[src/design/rrc_pkg.sv]
// Shared types and constants of the RGB/RYB color converter.
// No dependencies; every other design file refers to it by scoped names.

package rrc_pkg;

   localparam int FRAC_BITS    = 16;
   localparam int QUOT_BITS    = FRAC_BITS + 2;
   localparam int FRONT_STAGES = 4;
   localparam int BACK_STAGES  = 2;
   localparam int PIPE_LATENCY = FRONT_STAGES + QUOT_BITS + BACK_STAGES;

   typedef enum logic {
      DIR_TO_RYB = 1'b0,
      DIR_TO_RGB = 1'b1
   } dir_type;

   typedef struct packed {
      logic    valid;
      dir_type dir;
   } ctl_type;

endpackage

[src/design/rrc_back.sv]
// Back pipeline of the color converter: rescale by the ratio, add the
// achromatic part and saturate. Two register stages. Uses rrc_pkg.

module rrc_back #(
   parameter int CHANNEL_BITS = 16
) (
   input  logic                          clock,
   input  logic                          reset,
   input  rrc_pkg::ctl_type              in_ctl,
   input  logic [rrc_pkg::QUOT_BITS-1:0] in_quo,
   input  logic [CHANNEL_BITS:0]         in_x0,
   input  logic [CHANNEL_BITS:0]         in_x1,
   input  logic [CHANNEL_BITS:0]         in_x2,
   input  logic [CHANNEL_BITS-1:0]       in_achro,
   output logic                          out_valid,
   output logic [CHANNEL_BITS-1:0]       out_first,
   output logic [CHANNEL_BITS-1:0]       out_second,
   output logic [CHANNEL_BITS-1:0]       out_third
);

   localparam int CB = CHANNEL_BITS;
   localparam int XB = CHANNEL_BITS + 1;
   localparam int PB = XB + rrc_pkg::QUOT_BITS;
   localparam int SB = PB - rrc_pkg::FRAC_BITS;

   logic [XB-1:0]    xs [0:2];
   rrc_pkg::ctl_type m_ctl_ff;
   logic [PB-1:0]    prod_ff [0:2];
   logic [CB-1:0]    m_achro_ff;
   logic [CB-1:0]    res_in [0:2];
   logic             valid_ff;
   logic [CB-1:0]    res_ff [0:2];

   assign xs[0] = in_x0;
   assign xs[1] = in_x1;
   assign xs[2] = in_x2;

   always_ff @(posedge clock) begin
      if (reset) begin
         m_ctl_ff <= '0;
         valid_ff <= 1'b0;
      end else begin
         m_ctl_ff <= in_ctl;
         valid_ff <= m_ctl_ff.valid;
      end
   end

   for (genvar k = 0; k < 3; k++) begin : g_lane
      logic [SB-1:0] scaled;
      logic [SB:0]   sum;

      always_comb begin
         if (m_ctl_ff.dir == rrc_pkg::DIR_TO_RYB) begin
            scaled = SB'(prod_ff[k] >> (rrc_pkg::FRAC_BITS + 1));
         end else begin
            scaled = prod_ff[k][PB-1:rrc_pkg::FRAC_BITS];
         end
         sum = {1'b0, scaled} + (SB + 1)'(m_achro_ff);
         res_in[k] = (sum > (SB + 1)'({CB{1'b1}})) ? {CB{1'b1}} : sum[CB-1:0];
      end

      always_ff @(posedge clock) begin
         prod_ff[k] <= PB'(xs[k]) * PB'(in_quo);
         res_ff[k]  <= res_in[k];
      end
   end

   always_ff @(posedge clock) begin
      m_achro_ff <= in_achro;
   end

   assign out_valid  = valid_ff;
   assign out_first  = res_ff[0];
   assign out_second = res_ff[1];
   assign out_third  = res_ff[2];

endmodule

[config.mk]
export PLATFORM = sky130hd
export DESIGN_NAME = rrc_back
export DESIGN_NICKNAME = d
export VERILOG_FILES = /design/src/design/rrc_pkg.sv /design/src/design/rrc_back.sv
export SDC_FILE = /design/constraint.sdc
export NUM_CORES = 2
export LEC_CHECK = 0
export BUFFER_PORTS_ARGS = -buffer_cell sky130_fd_sc_hd__buf_2
export CORE_MARGIN = 5
export CORE_UTILIZATION = 47
export DETAILED_ROUTE_END_ITERATION = 16
export GPL_ROUTABILITY_DRIVEN = 0
export GPL_TIMING_DRIVEN = 0
export PLACE_DENSITY = 0.68
export SYNTH_ARGS = -nofsm -noshare
export SYNTH_HDL_FRONTEND = slang
export SYNTH_SLANG_ARGS = --single-unit
[constraint.sdc]
create_clock -name clock -period 14.8 [get_ports clock]
set_clock_uncertainty 0.1 [all_clocks]
set_input_delay 0.74 -clock clock [delete_from_list [all_inputs] [get_ports clock]]
set_output_delay 0.74 -clock clock [all_outputs]
set_load 0.01 [all_outputs]
==> impl_metrics.csv <==
group,metric,value,unit
outcome,outcome,"completed",
floorplan,initial_core_util,0.476,
clock_tree,clock_latency,420,ps
setup_path,crit_required,15050,ps
sta,max_freq,0.128,GHz
clock_tree,ctsHoldBuffers,0,
final_layout,layout-drive-gt1-share,0.0586,
route,first_pass_iters,6,
grt,grt_max_degree,17,
route,routed_via_density,5.35,
clock_tree,clock_path_buffers,2,
grt,busiest_layer,"met2",
sta,finalSetupViolations,0,
yosys,yosys_warnings,0,
final_layout,fillers,6712,
grt,use_met1,0.329,
floorplan,die_w,280,um
yosys,synth.distinct_cells,66,
grt,grt_pass1_vias,28400,
sta,setup_tns,0,ps
yosys,syn_avg_cell_area,8.99,sq um
route,vias,26200,
setup_path,cp_max_fo,10,
floorplan,die_h,280,um
grt,grt_usage,0.259,
final_layout,area_growth,7.20,%
final_layout,nets,5104,
floorplan,ios,138,
placed_design,port_buffers,116,
sta,hold_viol_final,0,
final_layout,layout_commonest_cell,"inv_1",
yosys,netlist_area,34100,sq um
sta,rsz0062_at_grt,"false",
yosys,ys_ff_latch,124,
yosys,async_flop_share,0,
clock_tree,cts_root_buf,"clkbuf_16",
route,drt_iter0_markers,1828,
route,avgRoutedWirePerCell,20.2,um
grt,met3_usage,0.0583,
setup_path,path_buf_inv,5,
setup_path,slowest_delay,760,ps
placed_design,hpwl,82700,um
setup_path,cp_common_cell,"fa_1",
setup_path,critPathArrivalTime,8070,ps
grt,antenna_found_initial,14,
setup_path,cp-start-kind,"primary input",
floorplan,core_area,71700,sq um
setup_path,crit_path_cell_trace,"clkbuf_1, clkbuf_1, nand2_1, fa_1, fa_1, fa_1, fa_1, inv_1, fa_1, inv_1, fa_1, inv_1, ha_1, nand4_1, nor3_1, a211oi_1, nor3_1, a211oi_1, a311oi_1, a31o_2, o31ai_1, xnor2_1",
clock_tree,cts_buffers,17,
yosys,synth_nets,4969,
run,maxCapViolCount,0,
grt,use_met2,0.429,
clock_tree,cts_resized,0,
setup_path,cp-end-kind,"flop",
setup_path,slowest_stage,"clkbuf_1",
yosys,ys.flop_type,"dfxtp_1",
setup_path,path_class,"in2reg",
worst_hold_path,worstHoldPathType,"in2reg",
yosys,synth-edff-count,0,
yosys,synth_cells,3797,
route,drc,0,
route,routed_wl,99000,um
grt,grt_overflow,0,
sta,period_needed,7820,ps
clock_tree,cts_tree,"done",
sta,maxSlewHeadroom,0.173,
clock_tree,clk_pin_slew,60,ps
clock_tree,htree_levels,4,
setup_path,critPathTopFamily,"adder cells",
clock_tree,postCtsSetupBuffers,0,
sta,post-route-period-util,0.528,
sta,tightest_slew,1240,ps
final_layout,final_cell_mix,"inv_1, fa_1, nand2_1",
floorplan,fp-row-count,98,
sta,drv_slew,0,
yosys,ys_seq_area_frac,0.0727,
grt,grt_pass1_wl,157000,um
floorplan,dieArea,78100,sq um
clock_tree,clock_sinks,124,
setup_path,r2r_slack,8030,ps
route,postRouteAntennaNets,0,
-- cells in the mapped netlist, drive strengths merged, types with 42 or more instances --
cell type / count / share of area
dfxtp: 124 / 0.073
a21o: 42 / 0.0092
o21ai: 43 / 0.0063
clkbuf: 170 / 0.019
nand2: 579 / 0.064
nor2: 65 / 0.0071
and2: 383 / 0.070
a21oi: 80 / 0.012
xnor2: 58 / 0.015
nand3: 50 / 0.0089
inv: 820 / 0.090
ha: 369 / 0.14
fa: 714 / 0.42
mux2: 50 / 0.017
-- flip-flops by register name (all words and copies together) (netlist names) --
register and count:
m_ctl_ff 2, res_ff 48, m_achro_ff 16, out_valid 1, prod_ff 57
-- final timing paths --
check	start	cells past startpoint	end
worst min register to register	m_ctl_ff[1]	1	out_valid
worst min-delay path	in_achro[5]	1	m_achro_ff[5]
worst max register to register	m_ctl_ff[0]	18	res_ff[0][26]
worst max-delay path	in_quo[10]	22	prod_ff[0][69]
-- stage by stage --
stage / worst slack, ps / util / std cells / hold slack, ps / area (sq um)
CTS: 6860 / 0.510 / 4894 / 300 / 36600
global placement: 6480 / 0.501 / 4863 / 318 / 35900
global route: 6470 / 0.510 / 4897 / 291 / 36600
detailed placement: 6430 / 0.501 / 4863 / 322 / 35900
floorplan: 8110 / - / 3797 / 314 / 34100
finish: 6980 / 0.510 / 4905 / 315 / 36600
-- routing by layer --
metal | vias up | wire [um]
li1 | 11700 | -
met1 | 13100 | 38400
met2 | 1142 | 45800
met3 | 311 | 9130
met4 | 8 | 5530
met5 | - | 41
-- cell type report --
cell class	count	area (sq um)	share of cell area
diodes	11	27.5	0.000752
inverters	820	3080	0.0841
plain buffers	177	683	0.0187
repair buffers	116	581	0.0159
flip-flops and latches	124	2480	0.0678
clock inverters	12	209	0.00571
clock buffers	19	453	0.0124
well taps	950	1190	0.0325
multi-input cells	2676	27900	0.762
-- logic make-up after synthesis --
family	Yosys count	share of synthesized area
buffers and inverters	997	0.110
flip-flops	124	0.0727
multiplexers	54	0.0181
AO/OA/AOI/OAI	259	0.0505
adder cells (fa/ha/maj)	1083	0.554
XOR/XNOR	93	0.0239
AND/OR/NAND/NOR	1187	0.171
Power is left out: the tool's default activity adds up to more than one toggle a clock period on the data nets, which glitch-free logic cannot reach.
