`config.mk`:
```
export PLATFORM = sky130hd
export DESIGN_NAME = rrc_divider
export DESIGN_NICKNAME = d
export VERILOG_FILES = /design/src/design/rrc_pkg.sv /design/src/design/rrc_divider.sv
export SDC_FILE = /design/constraint.sdc
export NUM_CORES = 1
export LEC_CHECK = 0
export BUFFER_PORTS_ARGS = -buffer_cell sky130_fd_sc_hd__buf_2
export CORE_UTILIZATION = 45
export CTS_CLUSTER_DIAMETER = 150
export DETAILED_ROUTE_END_ITERATION = 8
export SKIP_CTS_REPAIR_TIMING = 1
export SYNTH_ARGS = -nofsm -noshare
export SYNTH_HDL_FRONTEND = slang
export SYNTH_SLANG_ARGS = --single-unit
```
`constraint.sdc`:
```
create_clock -name clock -period 3.9 [get_ports clock]
set_input_delay 0.78 -clock clock [delete_from_list [all_inputs] [get_ports clock]]
set_output_delay 0.78 -clock clock [all_outputs]
set_load 0.02 [all_outputs]
```
`src/design/rrc_pkg.sv`:
```
// Shared types and constants of the RGB/RYB color converter.
// No dependencies; every other design file refers to it by scoped names.

package rrc_pkg;

   localparam int FRAC_BITS    = 16;
   localparam int QUOT_BITS    = FRAC_BITS + 2;
   localparam int FRONT_STAGES = 4;
   localparam int BACK_STAGES  = 2;
   localparam int PIPE_LATENCY = FRONT_STAGES + QUOT_BITS + BACK_STAGES;

   typedef enum logic {
      DIR_TO_RYB = 1'b0,
      DIR_TO_RGB = 1'b1
   } dir_type;

   typedef struct packed {
      logic    valid;
      dir_type dir;
   } ctl_type;

endpackage

```
`src/design/rrc_divider.sv`:
```
// Pipelined restoring divider of the color converter, one quotient bit per stage.
// Carries an opaque side vector alongside. Uses rrc_pkg.

module rrc_divider #(
   parameter int CHANNEL_BITS = 16,
   parameter int SIDE_BITS    = 1
) (
   input  logic                                     clock,
   input  logic                                     reset,
   input  rrc_pkg::ctl_type                         in_ctl,
   input  logic [CHANNEL_BITS+rrc_pkg::FRAC_BITS:0] in_num,
   input  logic [CHANNEL_BITS:0]                    in_den,
   input  logic [SIDE_BITS-1:0]                     in_side,
   output rrc_pkg::ctl_type                         out_ctl,
   output logic [rrc_pkg::QUOT_BITS-1:0]            out_quo,
   output logic [SIDE_BITS-1:0]                     out_side
);

   localparam int XB = CHANNEL_BITS + 1;
   localparam int NB = CHANNEL_BITS + rrc_pkg::FRAC_BITS + 1;
   localparam int QB = rrc_pkg::QUOT_BITS;

   rrc_pkg::ctl_type     ctl_tap  [0:QB];
   logic [XB-1:0]        rem_tap  [0:QB];
   logic [NB-1:0]        num_tap  [0:QB];
   logic [XB-1:0]        den_tap  [0:QB];
   logic [QB-1:0]        quo_tap  [0:QB];
   logic [SIDE_BITS-1:0] side_tap [0:QB];

   rrc_pkg::ctl_type     ctl_ff  [0:QB-1];
   logic [XB-1:0]        rem_ff  [0:QB-1];
   logic [NB-1:0]        num_ff  [0:QB-1];
   logic [XB-1:0]        den_ff  [0:QB-1];
   logic [QB-1:0]        quo_ff  [0:QB-1];
   logic [SIDE_BITS-1:0] side_ff [0:QB-1];

   // The upper dividend bits are below the divisor whenever the color has chroma, so they seed the remainder.
   assign ctl_tap[0]  = in_ctl;
   assign rem_tap[0]  = {2'b00, in_num[NB-1:QB]};
   assign num_tap[0]  = in_num;
   assign den_tap[0]  = in_den;
   assign quo_tap[0]  = '0;
   assign side_tap[0] = in_side;

   for (genvar s = 0; s < QB; s++) begin : g_stage
      localparam int BitIdx = QB - 1 - s;
      logic [XB:0]   trial;
      logic [XB:0]   diff;
      logic          take;
      logic [XB-1:0] rem_in;
      logic [QB-1:0] quo_in;

      always_comb begin
         trial  = {rem_tap[s], num_tap[s][BitIdx]};
         diff   = trial - {1'b0, den_tap[s]};
         take   = (trial >= {1'b0, den_tap[s]});
         rem_in = take ? diff[XB-1:0] : trial[XB-1:0];
         quo_in = {quo_tap[s][QB-2:0], take};
      end

      always_ff @(posedge clock) begin
         if (reset) begin
            ctl_ff[s] <= '0;
         end else begin
            ctl_ff[s] <= ctl_tap[s];
         end
      end

      always_ff @(posedge clock) begin
         rem_ff[s]  <= rem_in;
         num_ff[s]  <= num_tap[s];
         den_ff[s]  <= den_tap[s];
         quo_ff[s]  <= quo_in;
         side_ff[s] <= side_tap[s];
      end

      assign ctl_tap[s+1]  = ctl_ff[s];
      assign rem_tap[s+1]  = rem_ff[s];
      assign num_tap[s+1]  = num_ff[s];
      assign den_tap[s+1]  = den_ff[s];
      assign quo_tap[s+1]  = quo_ff[s];
      assign side_tap[s+1] = side_ff[s];
   end

   assign out_ctl  = ctl_tap[QB];
   assign out_quo  = quo_tap[QB];
   assign out_side = side_tap[QB];

endmodule

```
==> impl_summary.log <==
INFO  metric dpl.hpwl = just over 50 mm
INFO  metric first_iter_violations = 1051
INFO  metric synth_flop_cell = sky130_fd_sc_hd__dfxtp_1
INFO  metric power.leakage = 19.2 nW
INFO  metric final_cycle_share = 89.3%
INFO  metric synth_seq_cells = 956
INFO  metric post-synth-top-area-cell = sky130_fd_sc_hd__dfxtp_1
INFO  metric final_layout_fill_cell_count = between 7000 and 8000
INFO  metric post_dp_cell_area = 38700 um^2
INFO  metric synth_commonest_cells = sky130_fd_sc_hd__dfxtp_1, sky130_fd_sc_hd__inv_1, sky130_fd_sc_hd__ha_1
INFO  metric max_slew_margin = a little under 30%
INFO  metric dominant_combinational_cell_family_by_area_after_synthesis = compound AO/OA/AOI/OAI gates
INFO  metric gr-total-overflow = 0
INFO  metric required_time_reported_for_the_critical_path_endpoint = 4430 ps
INFO  metric netlist_area = approximately 37000 um^2
INFO  metric pin_slew_with_the_least_headroom_to_its_limit = 1070 ps
INFO  metric post_detailed_route_drc_marker_count = 0
INFO  metric pre_cts_slack = 354 ps
INFO  metric drive_above_1_share = 13.3%
INFO  metric synthMostInstantiatedCell = sky130_fd_sc_hd__dfxtp_1
INFO  metric post_synthesis_compound_gate_area_fraction = 13.0%
INFO  metric max_cap_violations = 0
INFO  metric final_design_area_no_fill = 42300 um^2
INFO  metric worst_path_clk_slew = 60 ps
INFO  metric clkLatencyLatePin = between 600 and 700 ps
INFO  metric drt_antenna_net_count = 0
INFO  metric synth_mux_area_share = 6.24%
INFO  metric critPathLaunchType = flop
INFO  metric dr_total_vias = between 20000 and 25000
INFO  metric post_drt_wl_per_cell = around 14 um
INFO  metric path_max_fanout = 18
INFO  metric clock_sink_count = 956
INFO  metric num-nets-final = 4036
INFO  metric avgViaCountPerCell = 4.91
INFO  metric timing.setup.tns = 0 ps
INFO  metric floorplan.die.height = 289 um
INFO  metric clk_root_buffer_cell = sky130_fd_sc_hd__clkbuf_16
INFO  metric yosys-top-cells-area = sky130_fd_sc_hd__dfxtp_1, sky130_fd_sc_hd__ha_1, sky130_fd_sc_hd__mux2_2
INFO  metric max_freq = 0.287 GHz
INFO  metric timing_max_transition_violations_final = 0
INFO  metric die_area = 83400 um^2
INFO  metric first_pass_drt_iterations = 5
INFO  metric number_of_global_route_vias_before_repair = 22800
INFO  metric cts.htree.levels = 3
INFO  metric timing.critical_path.to_type = flop
INFO  metric finalClockSkew = between 10 and 15 ps
INFO  metric placement.io_buffers = 75
INFO  metric layout_min_cycle_time = 3480 ps
INFO  metric synth_sequential_area_ratio = 51.7%
INFO  metric flow.area_growth_from_synthesis = 14.3%
INFO  metric grt_antenna_before_repair = 4
INFO  metric grt_first_pass_wirelength = 111 mm
INFO  metric core_region_area = just over 80000 um^2
INFO  metric synth_cell_type_count = 80
INFO  metric run_status = completed
INFO  metric initial_util = a little under half
INFO  metric number_of_setup_violations_in_the_final_report = 0
INFO  metric synth_top_cell_area_share = around 52%
INFO  metric synth_cells = 3497
INFO  metric synth_simple_gate_area_share = 7.96%
INFO  metric synth-edff-count = 0
INFO  metric place.gp.congestion = 0.853
INFO  metric antenna_cells = 0
INFO  metric synth_xor_xnor_area_share = 5.32%
INFO  metric drt-total-wl = about 67 mm
INFO  metric power_density = about 920 nW/um^2
INFO  metric vdd.ir_drop.worst = 0.419 mV
INFO  metric critical_path_class = flop to flop
INFO  metric ys_async_sr_fraction = 0%
INFO  metric holdCritPathClass = input port to flop
INFO  metric io-pin-count = 76
INFO  metric cp.arrival = 4010 ps
INFO  metric synth-adder-area-share = 11.2%
INFO  metric cts_buffers = 101
INFO  metric cts_tree = built
INFO  metric grt_setup_unrepaired = false
INFO  metric yosys_warnings = 0
INFO  metric largest_net_degree_at_the_start_of_global_routing = 37
INFO  metric syn_area_per_cell = ~11 um^2
INFO  metric rows = 104
INFO  metric syn_nets = between 3000 and 4000
INFO  metric setup_ws = 418 ps
INFO  metric timing.final.hold_violations = 0
INFO  metric grt_util_all_layers = 16.2%
INFO  metric clock_path_buffers = 3
INFO  metric die_width = slightly below 300 um
[state kept, by name, summed over array words and instances, names as in the netlist]
name	count
ctl_ff	36
num_ff	153
quo_ff	171
den_ff	289
side_ff	18
rem_ff	289
[metrics by stage]
stage | power, mW | hold WS (ps) | std cells | util [%]
floorplan | 26.1 | 310 | 3497 | -
global placement | 29.1 | 310 | 4616 | 47.9
detailed placement | 29.2 | 312 | 4616 | 47.9
CTS | 39.5 | 169 | 4803 | 52.3
global route | 42.0 | 180 | 4803 | 52.3
finish | 39.1 | 234 | 4803 | 52.3
[final timing paths]
kind	start	to	slack, ps	cells past startpoint
max	num_ff[12][4]	rem_ff[13][2]	420	13
min	in_num[2]	num_ff[0][2]	230	1
max reg2reg	num_ff[12][4]	rem_ff[13][2]	420	13
min reg2reg	quo_ff[5][1]	quo_ff[6][2]	320	0
[per-layer routing]
metal | global-route usage, % | wire [um] | vias to the layer above
met5 | 0 | 23 | -
met4 | 5.84 | 2170 | 4
met3 | 3.10 | 2480 | 150
met2 | 26.5 | 30200 | 348
met1 | 21.1 | 32100 | 10700
li1 | - | - | 12300
[placed cells by master, fill, tap and decap left out, types with 8 or more instances in the layout]
cell type	count
sky130_fd_sc_hd__a2111oi_0	9
sky130_fd_sc_hd__a211oi_1	30
sky130_fd_sc_hd__a21o_1	86
sky130_fd_sc_hd__a21oi_1	230
sky130_fd_sc_hd__a31oi_1	18
sky130_fd_sc_hd__and3_1	14
sky130_fd_sc_hd__buf_2	75
sky130_fd_sc_hd__buf_4	24
sky130_fd_sc_hd__bufinv_16	13
sky130_fd_sc_hd__clkbuf_1	14
sky130_fd_sc_hd__clkbuf_16	102
sky130_fd_sc_hd__clkbuf_8	20
sky130_fd_sc_hd__clkinv_2	19
sky130_fd_sc_hd__clkinvlp_4	9
sky130_fd_sc_hd__dfxtp_1	956
sky130_fd_sc_hd__fa_1	17
sky130_fd_sc_hd__ha_1	305
sky130_fd_sc_hd__inv_1	394
sky130_fd_sc_hd__mux2_2	181
sky130_fd_sc_hd__mux2_4	8
sky130_fd_sc_hd__mux2i_1	15
sky130_fd_sc_hd__nand2_1	141
sky130_fd_sc_hd__nand2b_1	30
sky130_fd_sc_hd__nand3_1	31
sky130_fd_sc_hd__nand4_1	44
sky130_fd_sc_hd__nor2_1	181
sky130_fd_sc_hd__nor2b_1	70
sky130_fd_sc_hd__nor3_1	52
sky130_fd_sc_hd__o21a_1	27
sky130_fd_sc_hd__o21ai_0	164
sky130_fd_sc_hd__o21bai_1	49
sky130_fd_sc_hd__o31a_1	18
sky130_fd_sc_hd__o31ai_1	18
sky130_fd_sc_hd__o41ai_1	8
sky130_fd_sc_hd__or3_1	20
sky130_fd_sc_hd__xnor2_1	151
sky130_fd_sc_hd__xor2_1	74
[kinds of logic after synthesis]
| group | after synthesis |
|---|---|
| flops | 956 |
| fa+ha+maj | 322 |
| buf+inv | 435 |
| mux | 204 |
| compound gates | 742 |
| xor+xnor | 225 |
| simple gates | 613 |
[cell type report]
class / instances / area (um^2) / area share [%]
Clock buffer: 136 / 2880 / 6.81
Clock inverter: 51 / 686 / 1.62
Inverter: 394 / 1480 / 3.50
Multi-Input combinational cell: 2106 / 16200 / 38.3
Sequential cell: 956 / 19100 / 45.2
Tap cell: 1060 / 1330 / 3.14
Timing Repair Buffer: 100 / 576 / 1.36
[critical path, cell delays in order (launching register included)]
cell and delay, ps:
sky130_fd_sc_hd__dfxtp_1 300, sky130_fd_sc_hd__inv_1 70, sky130_fd_sc_hd__ha_1 170, sky130_fd_sc_hd__inv_1 50, sky130_fd_sc_hd__fa_1 430, sky130_fd_sc_hd__a211oi_1 400, sky130_fd_sc_hd__o21ai_0 180, sky130_fd_sc_hd__a21oi_1 470
sky130_fd_sc_hd__a21oi_1 110, sky130_fd_sc_hd__o21ai_0 200, sky130_fd_sc_hd__a21oi_1 130, sky130_fd_sc_hd__a2111oi_4 190, sky130_fd_sc_hd__buf_4 300, sky130_fd_sc_hd__mux2_2 360
[power breakdown]
group          switching (mW)  internal, mW
sequential               1.24          12.5
combinational            7.79          7.63
clock                    3.88          6.07
total                    12.9          26.2
(Power assumes the default switching activity.)
